--- src/hdl/pspp_pkg.sv ---
// shared types and constants of the program stream pes parser
package pspp_pkg;

   localparam int unsigned POS_W  = 48;
   localparam int unsigned ADDR_W = 3;

   localparam logic REG_MAX_PAYLOAD = 1'b0;
   localparam logic REG_KEEP_PCM    = 1'b1;

   localparam logic KIND_HEADER  = 1'b0;
   localparam logic KIND_PAYLOAD = 1'b1;

   localparam logic [7:0] ID_PACK    = 8'hBA;
   localparam logic [7:0] ID_SYSTEM  = 8'hBB;
   localparam logic [7:0] ID_PRIV1   = 8'hBD;
   localparam logic [7:0] ID_PADDING = 8'hBE;
   localparam logic [7:0] ID_PRIV2   = 8'hBF;
   localparam logic [7:0] SUB_NONE   = 8'hFF;

   typedef enum logic [19:0] {
      PH_SEARCH      = 20'h00001,
      PH_SKIP_RESYNC = 20'h00002,
      PH_SKLEN_HI    = 20'h00004,
      PH_SKLEN_LO    = 20'h00008,
      PH_LEN_HI      = 20'h00010,
      PH_LEN_LO      = 20'h00020,
      PH_PS2_SUB     = 20'h00040,
      PH_STUFF       = 20'h00080,
      PH_STD1        = 20'h00100,
      PH_STD2        = 20'h00200,
      PH_M1_PTS      = 20'h00400,
      PH_M1_DTS      = 20'h00800,
      PH_M2_FLAGS    = 20'h01000,
      PH_M2_HLEN     = 20'h02000,
      PH_M2_PTS      = 20'h04000,
      PH_M2_DTS      = 20'h08000,
      PH_SKIP_HDR    = 20'h10000,
      PH_SUBID       = 20'h20000,
      PH_SKIP_AUDIO  = 20'h40000,
      PH_PAYLOAD     = 20'h80000
   } phase_type;

   typedef struct packed {
      logic [15:0] max_payload;
      logic        keep_pcm_header;
   } cfg_type;

   typedef struct packed {
      logic             kind;
      logic [7:0]       stream_id;
      logic [15:0]      payload_len;
      logic [31:0]      pts;
      logic             pts_valid;
      logic [31:0]      dts;
      logic             dts_valid;
      logic [POS_W-1:0] packet_pos;
      logic [7:0]       data;
      logic             last;
   } rsp_type;

   function automatic logic [31:0] ts_bits(input logic [2:0] idx, input logic [7:0] b);
      logic [31:0] r;
      r = '0;
      unique case (idx)
         3'd0: r[31:30] = b[2:1];
         3'd1: r[29:22] = b;
         3'd2: r[21:15] = b[7:1];
         3'd3: r[14:7]  = b;
         default: r[6:0] = b[7:1];
      endcase
      return r;
   endfunction

endpackage

--- src/hdl/pspp_out.sv ---
// result register between the parser and the result channel
module pspp_out import pspp_pkg::*; (
   input  logic    clock,
   input  logic    reset,
   input  logic    load,
   input  rsp_type din,
   input  logic    out_ready,
   output logic    room,
   output logic    out_valid,
   output rsp_type dout
);
   logic    vld_ff, vld_in;
   rsp_type data_ff;

   assign room   = !vld_ff || out_ready;
   assign vld_in = load ? 1'b1 : (vld_ff && !out_ready);

   always_ff @(posedge clock) begin
      if (reset) vld_ff <= 1'b0;
      else vld_ff <= vld_in;
   end

   always_ff @(posedge clock) begin
      if (load) data_ff <= din;
   end

   assign out_valid = vld_ff;
   assign dout      = data_ff;
endmodule

--- config.mk ---
export PLATFORM = sky130hd
export DESIGN_NAME = pspp_out
export DESIGN_NICKNAME = d
export VERILOG_FILES = /design/src/hdl/pspp_pkg.sv /design/src/hdl/pspp_out.sv
export SDC_FILE = /design/constraint.sdc
export NUM_CORES = 1
export LEC_CHECK = 0
export BUFFER_PORTS_ARGS = -buffer_cell sky130_fd_sc_hd__buf_4
export CORE_MARGIN = 1.5
export CORE_UTILIZATION = 25
export CTS_CLUSTER_DIAMETER = 60
export CTS_CLUSTER_SIZE = 16
export DETAILED_ROUTE_END_ITERATION = 16
export SLEW_MARGIN = 5
export SYNTH_ARGS = -nofsm -noshare
export SYNTH_HDL_FRONTEND = slang
export SYNTH_SLANG_ARGS = --single-unit
export TNS_END_PERCENT = 30
--- constraint.sdc ---
create_clock -name clock -period 1.4 [get_ports clock]
set_input_delay 0.28 -clock clock [delete_from_list [all_inputs] [get_ports clock]]
set_output_delay 0.28 -clock clock [all_outputs]
set_load 0.005 [all_outputs]
# [Yosys cells after proc, flatten, opt, wreduce, memory -nomap -nowiden]
# Index checks and enable logic that the tools add are counted.
# W data, S select, Z words.
[totals] regBits=149 inputBits=152 out_inout_bits=150 elab_cells=16
[classes] muxes=1 reduce_logical=4
[op_table] cell="$logic_not A1 Y1" count=2
[op_table] cell="$logic_and A1 B1 Y1" count=1
[op_table] cell="$logic_or A1 B1 Y1" count=1
[op_table] cell="$mux W1" count=1

# [Longest topological paths before layout]
# Gate-level depths: netlist of the first run.
[logic_depth] word_depth=3 ltp_mapped=2 mapped_depth_nobuf=2

# [Worst setup path after synthesis of the first run]
# OpenSTA, ideal clock, no wires.
[synth_path] kind="flip-flop to output port" from="register vld_ff, in the netlist out_valid" to="output room" arrival_ns=0.430 slack_ns=0.690 path_stages_with_launch=2 path_buffers=0 path_cell_list="dfxtp_1 > nand2b_4"
[synth_via] elab_chain_len=2
[synth_lines] element="start: declaration" line_no="pspp_out.sv:12" rtl="logic vld_ff, vld_in;"
[synth_lines] element="start signal: assignment" line_no="pspp_out.sv:20" rtl="else vld_ff <= vld_in;"
[synth_lines] element="$logic_not A1 Y1" line_no="pspp_out.sv:15" rtl="assign room = !vld_ff || out_ready;"
[synth_lines] element="$logic_or A1 B1 Y1" line_no="pspp_out.sv:15"
[synth_lines] element="end: declaration" line_no="pspp_out.sv:8" rtl="output logic room,"
# Every way passes these cells.

# [Worst setup path after layout of the first run]
[layout_path] from="register data_ff, in the netlist dout[147]" to="output dout[147] (netlist bit)"
[layout_rtl] element="start: declaration" line_no="pspp_out.sv:13" rtl="rsp_type data_ff;"
[layout_rtl] element="start signal: assignment" line_no="pspp_out.sv:24" rtl="if (load) data_ff <= din;"
[layout_rtl] element="end: declaration" line_no="pspp_out.sv:10" rtl="output rsp_type dout"
# No word-level cell between the ends.

==> results of run 1 <==
## synthesized netlist by cell type, drive strengths merged
master	count	share of area [%]
edfxtp	148	99
a21oi	1	0.20
dfxtp	1	0.45
inv	1	0.084
nand2b	1	0.31
## cell families after synthesis
kind of cell,Yosys count,synth area share [%]
simple gates,1,0.306
compound gates,1,0.195
flops,149,99.4
buf+inv,1,0.0835
## worst max path at each step
stage / start / end / cells after the start
finish: dout[147] / dout[147] / 1
global route: out_valid / room / 2
global placement: load / dout[61] / 2
detailed placement: load / dout[105] / 2
CTS: dout[147] / dout[147] / 1
floorplan: out_valid / room / 1
## routing by layer
layer	GRT usage [%]	vias to the layer above	share of wire, %
met4	5.61	0	1.7
met3	6.22	15	12
met2	20.3	188	52
met5	0	-	0
li1	-	1285	-
met1	11.0	1299	34
## layout make-up
type	instances	area share, %
clock buffer	17	5.50
inverter	1	0.0485
multi-input combinational	2	0.291
sequential	149	57.7
timing repair buffer	311	30.6
clock inverter	15	2.28
tap	225	3.64
## power groups by stage
stage / sequential (W) / combinational, W / clock, W
after floorplan: 0.00553 / 0.00000535 / 0
after global placement: 0.00549 / 0.00103 / 0
after detailed placement: 0.00550 / 0.00104 / 0
after CTS: 0.00541 / 0.00104 / 0.00473
after global routing: 0.00543 / 0.00109 / 0.00493
final: 0.00540 / 0.00102 / 0.00458
## metrics by stage
stage	power [W]	cell area (um^2)
2_1_floorplan	0.00554	4490
3_3_place_gp	0.00652	7130
3_5_place_dp	0.00654	7130
4_1_cts	0.0112	7730
5_1_grt	0.0115	7740
6_report	0.0110	7740
## sequential cells by signal, indices dropped and copies added (netlist names)
register / count
out_valid: 1
dout: 148
==> results_dict.tcl, run 1 <==
set metrics [dict create \
    clkLatencyLatePin_ns 0.41 \
    start_kind "register" \
    port_buffers 301 \
    ys_ff_latch 149 \
    antenna_found_initial 0 \
    syn_nets 304 \
    post_cts_buffers 0 \
    ios 302 \
    grt_pass1_wl_um 15200 \
    seq_area_um2 4460 \
    maxSlewHeadroom_pct 82.4 \
    crit_slowest_cell "edfxtp_1" \
    nNetsFinal 634 \
    fin_crit_sh_pct 91.2 \
    drive_above_1_share_pct 69.1 \
    status "finished, final reports clean" \
    path_buf_inv 1 \
    setup_tns_ns 0 \
    worst_pin_slew_ns 0.264 \
    antenna_cells 0 \
    r2r_end "out_valid" \
    die_w_um 137 \
    vias_per_cell 3.87 \
    worstRegToRegCells 2 \
    fp-row-count 48 \
    final_common_cell "buf_4" \
    post-route-min-period_ns 1.28 \
    yosysUniqueCellTypes 5 \
    setup_viol 0 \
    max_cap_violations 0 \
    syn-instance-count 152 \
    setup_slack_ns 0.123 \
    initial_core_util_pct 25.8 \
    peakVddDrop_mv 0.764 \
    gp_congestion 0.704 \
    cp-end-kind "primary output" \
    die_h_um 137 \
    reg2reg_slack_ns 0.75 \
    area_growth_pct 72.4 \
    netlist_area_um2 4490 \
    coreArea_um2 17400 \
    mostFrequentLayoutCells "buf_4 (307), edfxtp_1 (148), clkbuf_16 (17)" \
    ctsLongestPathBuffers 2 \
    drc 0 \
    min_from "din[144]" \
    critPathMaxFanout 1 \
    p_switching_w 0.00222 \
    power_frac_seq_pct 49.1 \
    drt_first_iter_violations 94 \
    multi_input_area_um2 22.5 \
    drt_first_pass_iters 4 \
    clock_sinks 149 \
    wl_per_cell_um 15.8 \
    fp.dieArea_um2 18800 \
    swShare_pct 20.1 \
    postRouteAntennaNets 0 \
    ctsHoldBuffers 0 \
    p_per_area_nw_per_um2 1420 \
    timing.rr.start "out_valid" \
    vias 2787 \
    rsz0062_at_grt "no" \
    numCtsBuffers 17 \
    cts_tree "yes" \
    post_synth.cell_area_avg_um2 29.5 \
    dp_slack_ns 0.268 \
    cp_top_family "flip-flops" \
    fmax_ghz 0.783 \
    worstHoldPathType "input port to register" \
    grt.total_usage_pct 11.6 \
    cp.required_ns 1.12 \
    path_cells "buf_4" \
    power.leakage_nw 3.27 \
    clockRootBuffer "clkbuf_16" \
    p_int_w 0.00879 \
    hold_end "dout[144]" \
    routed_wl_um 11400 \
    final_cells 720 \
    cts-resized-gates 0 \
    final_max_slew_viol_count 0 \
    htreeDepth 4 \
    synth_seq_area_share_pct 99.4 \
    power_frac_clock_pct 41.6 \
    skew_ns 0 \
    nFillCells 1571 \
    critical-path-max-stage-delay_ns 0.42 \
    grt_max_degree 38 \
    clk_pin_slew_ns 0.06 \
    hold_viol_final 0 \
    pwr-share-comb_pct 9.3 \
    dp.cells 687 \
    grt_pass1_vias 2901 \
    grt_overflow_total 0 \
    fin_util_pct 44.4 \
    worstPathArrival_ns 1.00 \
    whs_ns 0.0359 \
    synth_warnings 0 \
    path_class "register to primary output" \
    min_delay_path_depth 1 \
    dpl.hpwl_um 8860 \
]
Power figures use the tool's default switching activity.
==> run 2, diff against run 1 <==
--- a/config.mk
+++ b/config.mk
@@ -13,2 +13,3 @@
 export DETAILED_ROUTE_END_ITERATION = 16
+export MAX_ROUTING_LAYER = met4
 export SLEW_MARGIN = 5
==> constraint.sdc (replaced) <==
create_clock -name clock -period 1.4 [get_ports clock]
set_input_delay 0.07 -clock clock [delete_from_list [all_inputs] [get_ports clock]]
set_output_delay 0.07 -clock clock [all_outputs]
set_load 0.005 [all_outputs]
==> results_dict.tcl, run 2 <==
set metrics [dict create \
    ys_async_sr_fraction_pct 0 \
    tool.error "[ERROR RSZ-0060] Max buffer count reached." \
    ctsLongestPathBuffers 2 \
    synth_most_common_cell "edfxtp_1" \
    syn_nets 304 \
    ctsHoldBuffers 144 \
    syn-instance-count 152 \
    yosysTopAreaCell "edfxtp_1" \
    synth_seq_area_share_pct 99.4 \
    die_w_um 137 \
    htreeDepth 4 \
    die_h_um 137 \
    failing_step "clock tree synthesis (4_1_cts)" \
    clock_sinks 149 \
    post_synth.cell_area_avg_um2 29.5 \
    yosysUniqueCellTypes 5 \
    clockRootBuffer "clkbuf_16" \
    ys_ff_latch 149 \
    synthTopCellsByCount "edfxtp_1 (148), a21oi_2 (1), dfxtp_1 (1), inv_1 (1), nand2b_4 (1)" \
    yosys.area.top_type_share_pct 99.0 \
    synth_ff_type "edfxtp_1" \
    fp-row-count 48 \
    dp.cells 686 \
    synth_edf_count 148 \
    status "did not finish" \
    port_buffers 301 \
    gp_congestion 0.696 \
    post_cts_buffers 0 \
    ios 302 \
    netlist_area_um2 4490 \
    numCtsBuffers 17 \
    cts-resized-gates 0 \
    synth_warnings 0 \
    initial_core_util_pct 25.8 \
    netlist_top_cells_area "edfxtp_1 (99%), dfxtp_1 (0.45%), nand2b_4 (0.31%), a21oi_2 (0.20%), inv_1 (0.084%)" \
]
[run 2: cell counts after synthesis]
No cell type changed its count.
[run 2: cells by family after synthesis]
| group | after synthesis | synth area share (%) |
|---|---|---|
| buf+inv | 1 | 0.0835 |
| flops | 149 | 99.4 |
| compound gates | 1 | 0.195 |
| simple gates | 1 | 0.306 |
[run 2: per-stage QoR]
| step | hold WS (ns) | worst slack (ns) | cell area (um^2) |
|---|---|---|---|
| 3_3_place_gp | 0.226 | 0.468 | 7120 |
| 2_1_floorplan | 0.132 | 0.793 | 4490 |
| 3_5_place_dp | 0.227 | 0.436 | 7120 |
