**config.mk**
```make
export PLATFORM = sky130hd
export DESIGN_NAME = pspp_csr
export DESIGN_NICKNAME = d
export VERILOG_FILES = /design/src/hdl/pspp_pkg.sv /design/src/hdl/pspp_csr.sv
export SDC_FILE = /design/constraint.sdc
export NUM_CORES = 1
export LEC_CHECK = 0
export BUFFER_PORTS_ARGS = -buffer_cell sky130_fd_sc_hd__buf_2
export CELL_PAD_IN_SITES_DETAIL_PLACEMENT = 1
export CELL_PAD_IN_SITES_GLOBAL_PLACEMENT = 1
export CORE_ASPECT_RATIO = 1.2
export CORE_MARGIN = 1.5
export CORE_UTILIZATION = 24
export DETAILED_ROUTE_END_ITERATION = 10
export HOLD_SLACK_MARGIN = 0.1
export PLACE_DENSITY = 0.78
export SYNTH_ARGS = -nofsm -noshare
export SYNTH_HDL_FRONTEND = slang
export SYNTH_SLANG_ARGS = --single-unit
```
**constraint.sdc**
```tcl
create_clock -name clock -period 1.36 [get_ports clock]
set_clock_uncertainty 0.2 [all_clocks]
set_input_delay 0.068 -clock clock [delete_from_list [all_inputs] [get_ports clock]]
set_output_delay 0.068 -clock clock [all_outputs]
set_load 0.01 [all_outputs]
```
**src/hdl/pspp_pkg.sv**
```systemverilog
// shared types and constants of the program stream pes parser
package pspp_pkg;

   localparam int unsigned POS_W  = 48;
   localparam int unsigned ADDR_W = 3;

   localparam logic REG_MAX_PAYLOAD = 1'b0;
   localparam logic REG_KEEP_PCM    = 1'b1;

   localparam logic KIND_HEADER  = 1'b0;
   localparam logic KIND_PAYLOAD = 1'b1;

   localparam logic [7:0] ID_PACK    = 8'hBA;
   localparam logic [7:0] ID_SYSTEM  = 8'hBB;
   localparam logic [7:0] ID_PRIV1   = 8'hBD;
   localparam logic [7:0] ID_PADDING = 8'hBE;
   localparam logic [7:0] ID_PRIV2   = 8'hBF;
   localparam logic [7:0] SUB_NONE   = 8'hFF;

   typedef enum logic [19:0] {
      PH_SEARCH      = 20'h00001,
      PH_SKIP_RESYNC = 20'h00002,
      PH_SKLEN_HI    = 20'h00004,
      PH_SKLEN_LO    = 20'h00008,
      PH_LEN_HI      = 20'h00010,
      PH_LEN_LO      = 20'h00020,
      PH_PS2_SUB     = 20'h00040,
      PH_STUFF       = 20'h00080,
      PH_STD1        = 20'h00100,
      PH_STD2        = 20'h00200,
      PH_M1_PTS      = 20'h00400,
      PH_M1_DTS      = 20'h00800,
      PH_M2_FLAGS    = 20'h01000,
      PH_M2_HLEN     = 20'h02000,
      PH_M2_PTS      = 20'h04000,
      PH_M2_DTS      = 20'h08000,
      PH_SKIP_HDR    = 20'h10000,
      PH_SUBID       = 20'h20000,
      PH_SKIP_AUDIO  = 20'h40000,
      PH_PAYLOAD     = 20'h80000
   } phase_type;

   typedef struct packed {
      logic [15:0] max_payload;
      logic        keep_pcm_header;
   } cfg_type;

   typedef struct packed {
      logic             kind;
      logic [7:0]       stream_id;
      logic [15:0]      payload_len;
      logic [31:0]      pts;
      logic             pts_valid;
      logic [31:0]      dts;
      logic             dts_valid;
      logic [POS_W-1:0] packet_pos;
      logic [7:0]       data;
      logic             last;
   } rsp_type;

   function automatic logic [31:0] ts_bits(input logic [2:0] idx, input logic [7:0] b);
      logic [31:0] r;
      r = '0;
      unique case (idx)
         3'd0: r[31:30] = b[2:1];
         3'd1: r[29:22] = b;
         3'd2: r[21:15] = b[7:1];
         3'd3: r[14:7]  = b;
         default: r[6:0] = b[7:1];
      endcase
      return r;
   endfunction

endpackage

```
**src/hdl/pspp_csr.sv**
```systemverilog
// configuration registers behind the apb port
module pspp_csr import pspp_pkg::*; (
   input  logic              clock,
   input  logic              reset,
   input  logic              psel,
   input  logic              penable,
   input  logic              pwrite,
   input  logic [ADDR_W-1:0] paddr,
   input  logic [31:0]       pwdata,
   output logic [31:0]       prdata,
   output logic              pready,
   output cfg_type           cfg
);
   logic [15:0] max_ff;
   logic        keep_ff;
   logic        wr;

   assign pready = 1'b1;
   assign wr     = psel && penable && pwrite;

   always_ff @(posedge clock) begin
      if (reset) begin
         max_ff  <= 16'hFFFF;
         keep_ff <= 1'b0;
      end else if (wr) begin
         unique case (paddr[2])
            REG_MAX_PAYLOAD: max_ff <= pwdata[15:0];
            default: keep_ff <= pwdata[0];
         endcase
      end
   end

   always_comb begin
      unique case (paddr[2])
         REG_MAX_PAYLOAD: prdata = {16'd0, max_ff};
         default: prdata = {31'd0, keep_ff};
      endcase
   end

   assign cfg.max_payload     = max_ff;
   assign cfg.keep_pcm_header = keep_ff;
endmodule

```
* After elaboration in Yosys (flattened, before gate mapping)
Index checks and enable logic that the tools add are counted.
** Storage, ports and cells
- Register bits :: 17
- Output and inout port bits :: 50
- Logic and storage cells :: 8
** Operators by class
- Muxes and demuxes :: 1
- Bitwise logic cells :: 1
- Reductions and logical operators :: 4
** Operators with widths (count)
- 16-bit two-way mux :: 1
- 2-bit AND reduction :: 2
- 1-bit logical AND :: 2
- 1-bit NOT :: 1

* Logic depth before layout (Yosys ltp)
Gate-level depths: netlist of the first run.
- Depth in word-level cells :: 3
- Mapped depth :: 4

* Worst setup path before layout of the first run
OpenSTA, ideal clock, no wires.
- Path kind :: input port to flip-flop
- From :: in paddr[2]
- To :: reg max_ff[0]
- Library setup time :: 72 ps
- Arrival time :: 737 ps
- Slack :: 352 ps
- Stages :: 4
- Path buffers :: 2
- Cell sequence :: and4b_1 > buf_6 > buf_12 > mux2i_1
** On the way
- Longest elaborated chain between the ends :: 2
** Ends and longest elaborated chain
- from (decl) :: line pspp_csr.sv:8 : input logic [ADDR_W-1:0] paddr,
- 1-bit NOT (no line)
- 2-bit AND reduction (no line)
- to (signal assigned) :: line pspp_csr.sv:27 : REG_MAX_PAYLOAD: max_ff <= pwdata[15:0];
- to (decl) :: line pspp_csr.sv:14 : logic [15:0] max_ff;
Every way passes these cells.
A chain may end at the register's enable or synchronous reset.

* Worst setup path after layout of the first run
- From :: reg keep_ff
- To :: out prdata[0]
** On the way
- Longest elaborated chain between the ends :: 1
** Ends and longest elaborated chain
- from (decl) :: line pspp_csr.sv:15 : logic keep_ff;
- from (signal assigned) :: line pspp_csr.sv:28 : default: keep_ff <= pwdata[0];
- 16-bit two-way mux :: line pspp_csr.sv:34 : unique case (paddr[2])
- to (decl) :: line pspp_csr.sv:10 : output logic [31:0] prdata,
Every way passes these cells.

==> results.json, run 1 <==
{
  "result_of_the_run": "finished clean",
  "timing.reg2reg.setup_slack_ns": 0.54,
  "finalInstanceArea_um2": 1461,
  "post-place-ws_ns": 0.1794,
  "fraction_of_final_layout_cells_sized_beyond_drive_strength_1_pct": 36.11,
  "hold_path_class": "in2reg",
  "setup.worst_path.class": "reg2out",
  "root_buffer": "clkbuf_8",
  "comb_power_share_pct": 21.3,
  "timing.hold.worst_path_depth": 3,
  "grt_max_degree": 35,
  "core_area_um2": 3910,
  "detail_route.iter0.violations": 15,
  "synth_top_area_share_pct": 35.10,
  "pwr-share-clk_pct": 33.5,
  "cell_taking_the_most_area_after_synthesis": "dfxtp_1",
  "synth_cell_types": 14,
  "fraction_of_registers_with_async_set_reset_pct": 0,
  "max-clock-path-buffers": 2,
  "fmax_mhz": 808.7,
  "clk-insertion-delay-late_ns": 0.25,
  "syn_avg_cell_area_um2": 8.581,
  "netSwitchingFraction_pct": 26.82,
  "final_nets": 221,
  "clock_sinks": 17,
  "timing.slew.headroom_pct": 62.44,
  "totalNegativeSetupSlack_ns": 0,
  "grt_setup_unrepaired": "false",
  "cts_made_buffers": 3,
  "hold_path_end": "keep_ff$_SDFFE_PP0P_",
  "grt_pass1_wl_um": 4098,
  "yosysSeqAreaShare_pct": 35.10,
  "first_pass_iters": 2,
  "final-max-slew-violation-count": 0,
  "cp_max_fo": 3,
  "place_area_um2": 1206,
  "powerDensity_nw_per_um2": 781.5,
  "leakage_nw": 0.6659,
  "crit_path_max_incr_delay_ns": 0.33,
  "route.detailed.vias_per_inst": 3.957,
  "final_antenna_net_count": 0,
  "endpoint_kind": "primary output",
  "detailed_route_wire_length_um": 2639,
  "area_delta_synth_final_pct": 50.71,
  "worstPathRequired_ns": 1.09,
  "worst_r2r_startpoint": "keep_ff$_SDFFE_PP0P_",
  "syn_area_um2": 969.7,
  "worst_pin_slew_ns": 0.5634,
  "startpoint_type": "register",
  "chipWidth_um": 61.03,
  "hold_start": "penable",
  "worst_ep_arrival_time_ns": 0.97,
  "synthesis.instances": 113,
  "hpwl_after_detailed_placement_um": 1770,
  "timing.max_cap.violations": 0,
  "post-route-period-util_pct": 90.92,
  "p_switching_mw": 0.3063,
  "ys.warnings.count": 0,
  "cts_htree_levels": 1,
  "rows": 25,
  "crit-reg2reg-capture": "keep_ff$_SDFFE_PP0P_",
  "port_buffers": 54,
  "hold_viol_final": 0,
  "globalRoute.totalOverflow": 0,
  "die_h_um": 72.63,
  "synth_flop_cell": "dfxtp_1",
  "fill_cells": 488,
  "synth.top_cells.by_area": "dfxtp_1, mux2i_1, buf_4",
  "power.internal_mw": 0.8358,
  "crit_path_cell_trace": "mux2_2, buf_2",
  "fin_ws_ns": 0.1234,
  "globalRouteTotalUtil_pct": 12.38,
  "seq_power_share_pct": 45.2,
  "min_period_ns": 1.237,
  "num_antenna_cells": 0,
  "gp_routability_congestion": 0.6532,
  "routed-via-count": 926,
  "initial_utilization_pct": 24.80,
  "design.portCount": 90,
  "grt_pass1_vias": 948,
  "critical_path.slowest_cell": "dfxtp_1",
  "clock_slew_seen_by_the_registers_of_the_worst_setup_and_hold_paths_ns": 0.07,
  "power.ir.vdd_worst_v": 0.0002519,
  "clock_tree_from_tritoncts": "built",
  "synth-edff-count": 0,
  "post-cts-setup-buffers": 0,
  "final-setup-viol-count": 0,
  "avgRoutedWirePerCell_um": 11.28,
  "synth_common_cells": "nor2_1, buf_4, dfxtp_1, mux2i_1, nor2b_1",
  "worst-r2r-cell-count": 2,
  "yosys.cell_count.top_type": "nor2_1",
  "route.detailed.drc": 0,
  "synth.ff_latch_count": 17,
  "antenna_found_initial": 0,
  "design.die.area_um2": 4432
}
[flip-flops by register name, indices dropped and copies added, names as in the netlist]
name,flops
max_ff,16
keep_ff,1
[layout make-up]
| type | instances | area [um^2] | area share, % |
|---|---|---|---|
| Clock buffer | 3 | 41.29 | 2.825 |
| Multi-Input combinational cell | 86 | 501.7 | 34.33 |
| Sequential cell | 17 | 340.3 | 23.29 |
| Timing Repair Buffer | 73 | 505.5 | 34.59 |
| Tap cell | 54 | 67.56 | 4.623 |
| Clock inverter | 1 | 5.005 | 0.3425 |
[per-stage QoR]
stage | hold WS, ns | std cells | total power [mW] | utilization [%]
after global placement | 0.1225 | 213 | 0.7227 | 30.85
after global routing | 0.1130 | 234 | 1.220 | 37.38
after detailed placement | 0.1354 | 213 | 0.7282 | 30.85
after floorplan | 0.02005 | 128 | 0.6813 | -
final | 0.08657 | 234 | 1.142 | 37.38
after CTS | 0.1771 | 236 | 1.169 | 36.90
[power by group through the flow]
stage,Clock [mW],Sequential (mW),Combinational (mW)
after floorplan,0,0.532,0.149
after global placement,0,0.527,0.195
after detailed placement,0,0.528,0.200
after CTS,0.409,0.516,0.243
after global routing,0.431,0.518,0.271
final,0.383,0.516,0.243
[how the worst max path moves through the flow]
stage                                start                     end  depth (start not counted)
floorplan                         paddr[2]  max_ff[0]$_SDFFE_PP1P_                          4
global placement                  paddr[2]  max_ff[0]$_SDFFE_PP1P_                          4
detailed placement                paddr[2]  max_ff[9]$_SDFFE_PP1P_                          4
CTS                                   psel  max_ff[0]$_SDFFE_PP1P_                          5
global route        max_ff[0]$_SDFFE_PP1P_               prdata[0]                          2
finish                keep_ff$_SDFFE_PP0P_               prdata[0]                          2
[cells by family (layout without fill, tap and decap cells)]
kind of cell | Yosys count | in the layout | synth area share [%]
muxes | 18 | 18 | 18.71
DFF | 17 | 17 | 35.10
buffers and inverters | 25 | 77 | 19.10
other | 2 | 17 | 0.7745
and+or+nand+nor | 51 | 51 | 26.32
[layer usage]
metal  wire length, um  global-route usage (%)  vias up
li1                  -                       -      453
met1               973                   11.10      428
met2              1493                   25.77       43
met3               160                   2.482        2
met4                12                   3.623        0
met5                 0                       0        -
[worst max-delay path: cells and delay by family, from the launching register on]
kind	cells	cell delay (ns)
mux	1	0.26
buf+inv	1	0.14
flops	1	0.33
[cell usage in the layout, fill, tap and decap left out, drive strengths merged]
master / Yosys / final
conb: 2 / 17
nor2: 32 / 32
mux2i: 17 / 17
and2b: 5 / 5
nor2b: 10 / 10
buf: 20 / 53
dfxtp: 17 / 17
dlymetal6s4s: 0 / 3
nand2b: 2 / 2
dlygate4sd3: 0 / 16
clkbuf: 5 / 4
and4b: 1 / 1
clkinv: 0 / 1
mux2: 1 / 1
nand4: 1 / 1
[what timing repair did]
action	in CTS	in global routing
endpoints found under the setup margin	0	16
hold endpoints to repair	17	0
hold buffers	19	0
gates resized for setup	0	4
Note: power is estimated with default switching activity, not from simulation.
==> run 2: changes to the inputs <==
Settings changed: CORE_ASPECT_RATIO 1.2 to default.
==> run 2 against run 1 <==
Setup slack lost 0.073 ns. Highest routed layer is now met3. Largest cell class unchanged. Sequential power hardly changed. Register-to-register slack got worse by 0.05 ns. Critical path depth grew 2. Via count fell by 0.22%. Global-route usage is 1.2 points lower. Maximum frequency down 5.6%. First-iteration DRC count rose by 140%. Sequential share of layout area rose by 0.080 points. Combinational power hardly changed. Wire length shrank 1.6%. Die area hardly changed.
==> results.json, run 2 (synthesis gave the netlist of run 1 again) <==
{
  "fin_ws_ns": 0.05078,
  "largest_reg_flops": 16,
  "cp_max_fo": 8,
  "area_delta_synth_final_pct": 50.19,
  "final_antenna_net_count": 0,
  "critical_path.slowest_cell": "dlygate4sd3_1",
  "crit_path_start": "penable",
  "max-clock-path-buffers": 2,
  "cts_htree_levels": 1,
  "port_buffers": 54,
  "worst_ep_arrival_time_ns": 1.29,
  "post-place-ws_ns": 0.1666,
  "root_buffer": "clkbuf_8",
  "routed.top_layer": "met3",
  "route.detailed.drc": 0,
  "met3RoutedLength_um": 205,
  "fill_cells": 470,
  "rows": 22,
  "clk-insertion-delay-late_ns": 0.25,
  "reg_top3": "max_ff (16), keep_ff (1)",
  "final-max-slew-violation-count": 0,
  "top_reg_by_flops": "max_ff",
  "routed-via-count": 924,
  "fraction_of_final_layout_cells_sized_beyond_drive_strength_1_pct": 36.81,
  "clock_sinks": 17,
  "antenna_found_initial": 0,
  "dp_cells": 207,
  "design.portCount": 90,
  "leakage_nw": 0.6471,
  "wl_met2_um": 1334,
  "worstPathRequired_ns": 1.34,
  "met1_length_um": 1057,
  "setup.worst_path.class": "in2reg",
  "grt_pass1_vias": 831,
  "final-setup-viol-count": 0,
  "detail_route.iter0.violations": 36,
  "hold_viol_final": 0,
  "crit_path_max_incr_delay_ns": 0.55,
  "post-cts-setup-buffers": 0,
  "finalPower_mw": 1.142,
  "grt_pass1_wl_um": 3691,
  "fmax_mhz": 763.8,
  "grt_max_degree": 35,
  "design.die.area_um2": 4431,
  "core_area_um2": 3771,
  "worst_r2r_startpoint": "max_ff[11]$_SDFFE_PP1P_",
  "utilization_pct": 38.62,
  "endpoint_kind": "register",
  "die_h_um": 66.57,
  "timing.critical_path.depth": 4,
  "avgRoutedWirePerCell_um": 11.29,
  "power.ir.vdd_worst_v": 0.0004211,
  "clock_slew_seen_by_the_registers_of_the_worst_setup_and_hold_paths_ns": 0.07,
  "timing.critical_path.max_delay_family": "buffers and inverters",
  "first_pass_iters": 3,
  "min_period_ns": 1.309,
  "cts_made_buffers": 3,
  "globalRoute.totalOverflow": 0,
  "worst_pin_slew_ns": 0.5660,
  "final_nets": 223,
  "worst-r2r-cell-count": 2,
  "register_area_um2": 340.3,
  "initial_utilization_pct": 25.71,
  "leading_cell_type_in_the_layout_fill_and_taps_excluded": "buf_2",
  "final_cell_mix": "buf_2, nor2_1, dlygate4sd3_1",
  "gp_routability_congestion": 0.6626,
  "startpoint_type": "primary input",
  "globalRouteTotalUtil_pct": 11.17,
  "grt_setup_unrepaired": "false",
  "timing.hold.worst_path_depth": 4,
  "timing.max_cap.violations": 0,
  "route.detailed.vias_per_inst": 4.017,
  "post-route-period-util_pct": 96.27,
  "multi_input_area_um2": 501.7,
  "powerDensity_nw_per_um2": 784.0,
  "detailed_route_wire_length_um": 2597,
  "chipWidth_um": 66.57,
  "totalNegativeSetupSlack_ns": 0,
  "num_antenna_cells": 0,
  "crit_buf_inv": 2,
  "hpwl_after_detailed_placement_um": 1698,
  "timing.slew.headroom_pct": 62.27,
  "clock_tree_from_tritoncts": "built",
  "finalNonFillerCells": 230,
  "crit_path_cell_trace": "dlygate4sd3_1, and4b_2, clkbuf_16, mux2i_1",
  "hold_start": "paddr[2]",
  "hold_path_class": "in2reg",
  "result_of_the_run": "finished clean"
}
## run 2: changes by cell type in the layout (fill, tap and decap cells not counted)
| cell | before | now |
|---|---|---|
| dlygate4sd3_1 | 16 | 19 |
| dlymetal6s4s_1 | 3 | 0 |
| buf_2 | 51 | 53 |
## run 2: per-layer routing
metal	up-vias	track usage, %
li1	455	-
met2	45	21.38
met3	0	4.392
met4	0	2.296
met1	424	11.31
met5	-	0
## run 2: worst paths after layout
check / end / slack, ns
worst max register to register: max_ff[11]$_SDFFE_PP1P_ / 0.49
worst max-delay path: max_ff[3]$_SDFFE_PP1P_ / 0.05
worst min register to register: keep_ff$_SDFFE_PP0P_ / 0.30
worst min-delay path: keep_ff$_SDFFE_PP0P_ / 0.15
## run 2: through the flow
stage | hold slack, ns | instance area (um^2)
after CTS | 0.1524 | 1435
final | 0.1539 | 1456
after global placement | 0.1227 | 1199
after detailed placement | 0.1332 | 1199
after global routing | 0.1864 | 1456
after floorplan | 0.02005 | 1026
## run 2: timing repair
| action | in CTS | in global routing |
|---|---|---|
| endpoints found under the setup margin | 0 | 7 |
| hold buffers | 19 | 0 |
| gates resized for setup | 0 | 1 |
| endpoints found under the hold margin | 17 | 0 |
## run 2: area by class of cell
cell class	count	area share (%)
clock inverter	1	0.3436
timing repair buffer	75	34.88
clock buffer	3	2.835
sequential	17	23.37
multi-input combinational	86	34.45
tap	48	4.124
## run 2: worst min-delay path, stage by stage
cell     delay (ns)
buf_2          0.13
buf_4          0.19
nand4_1        0.10
mux2i_1        0.07
## run 2: where the power goes
part	internal (mW)	switching, mW	total (mW)
sequential	0.509	0.00739	0.516
clock	0.203	0.179	0.382
combinational	0.124	0.119	0.243
total	0.837	0.305	1.14
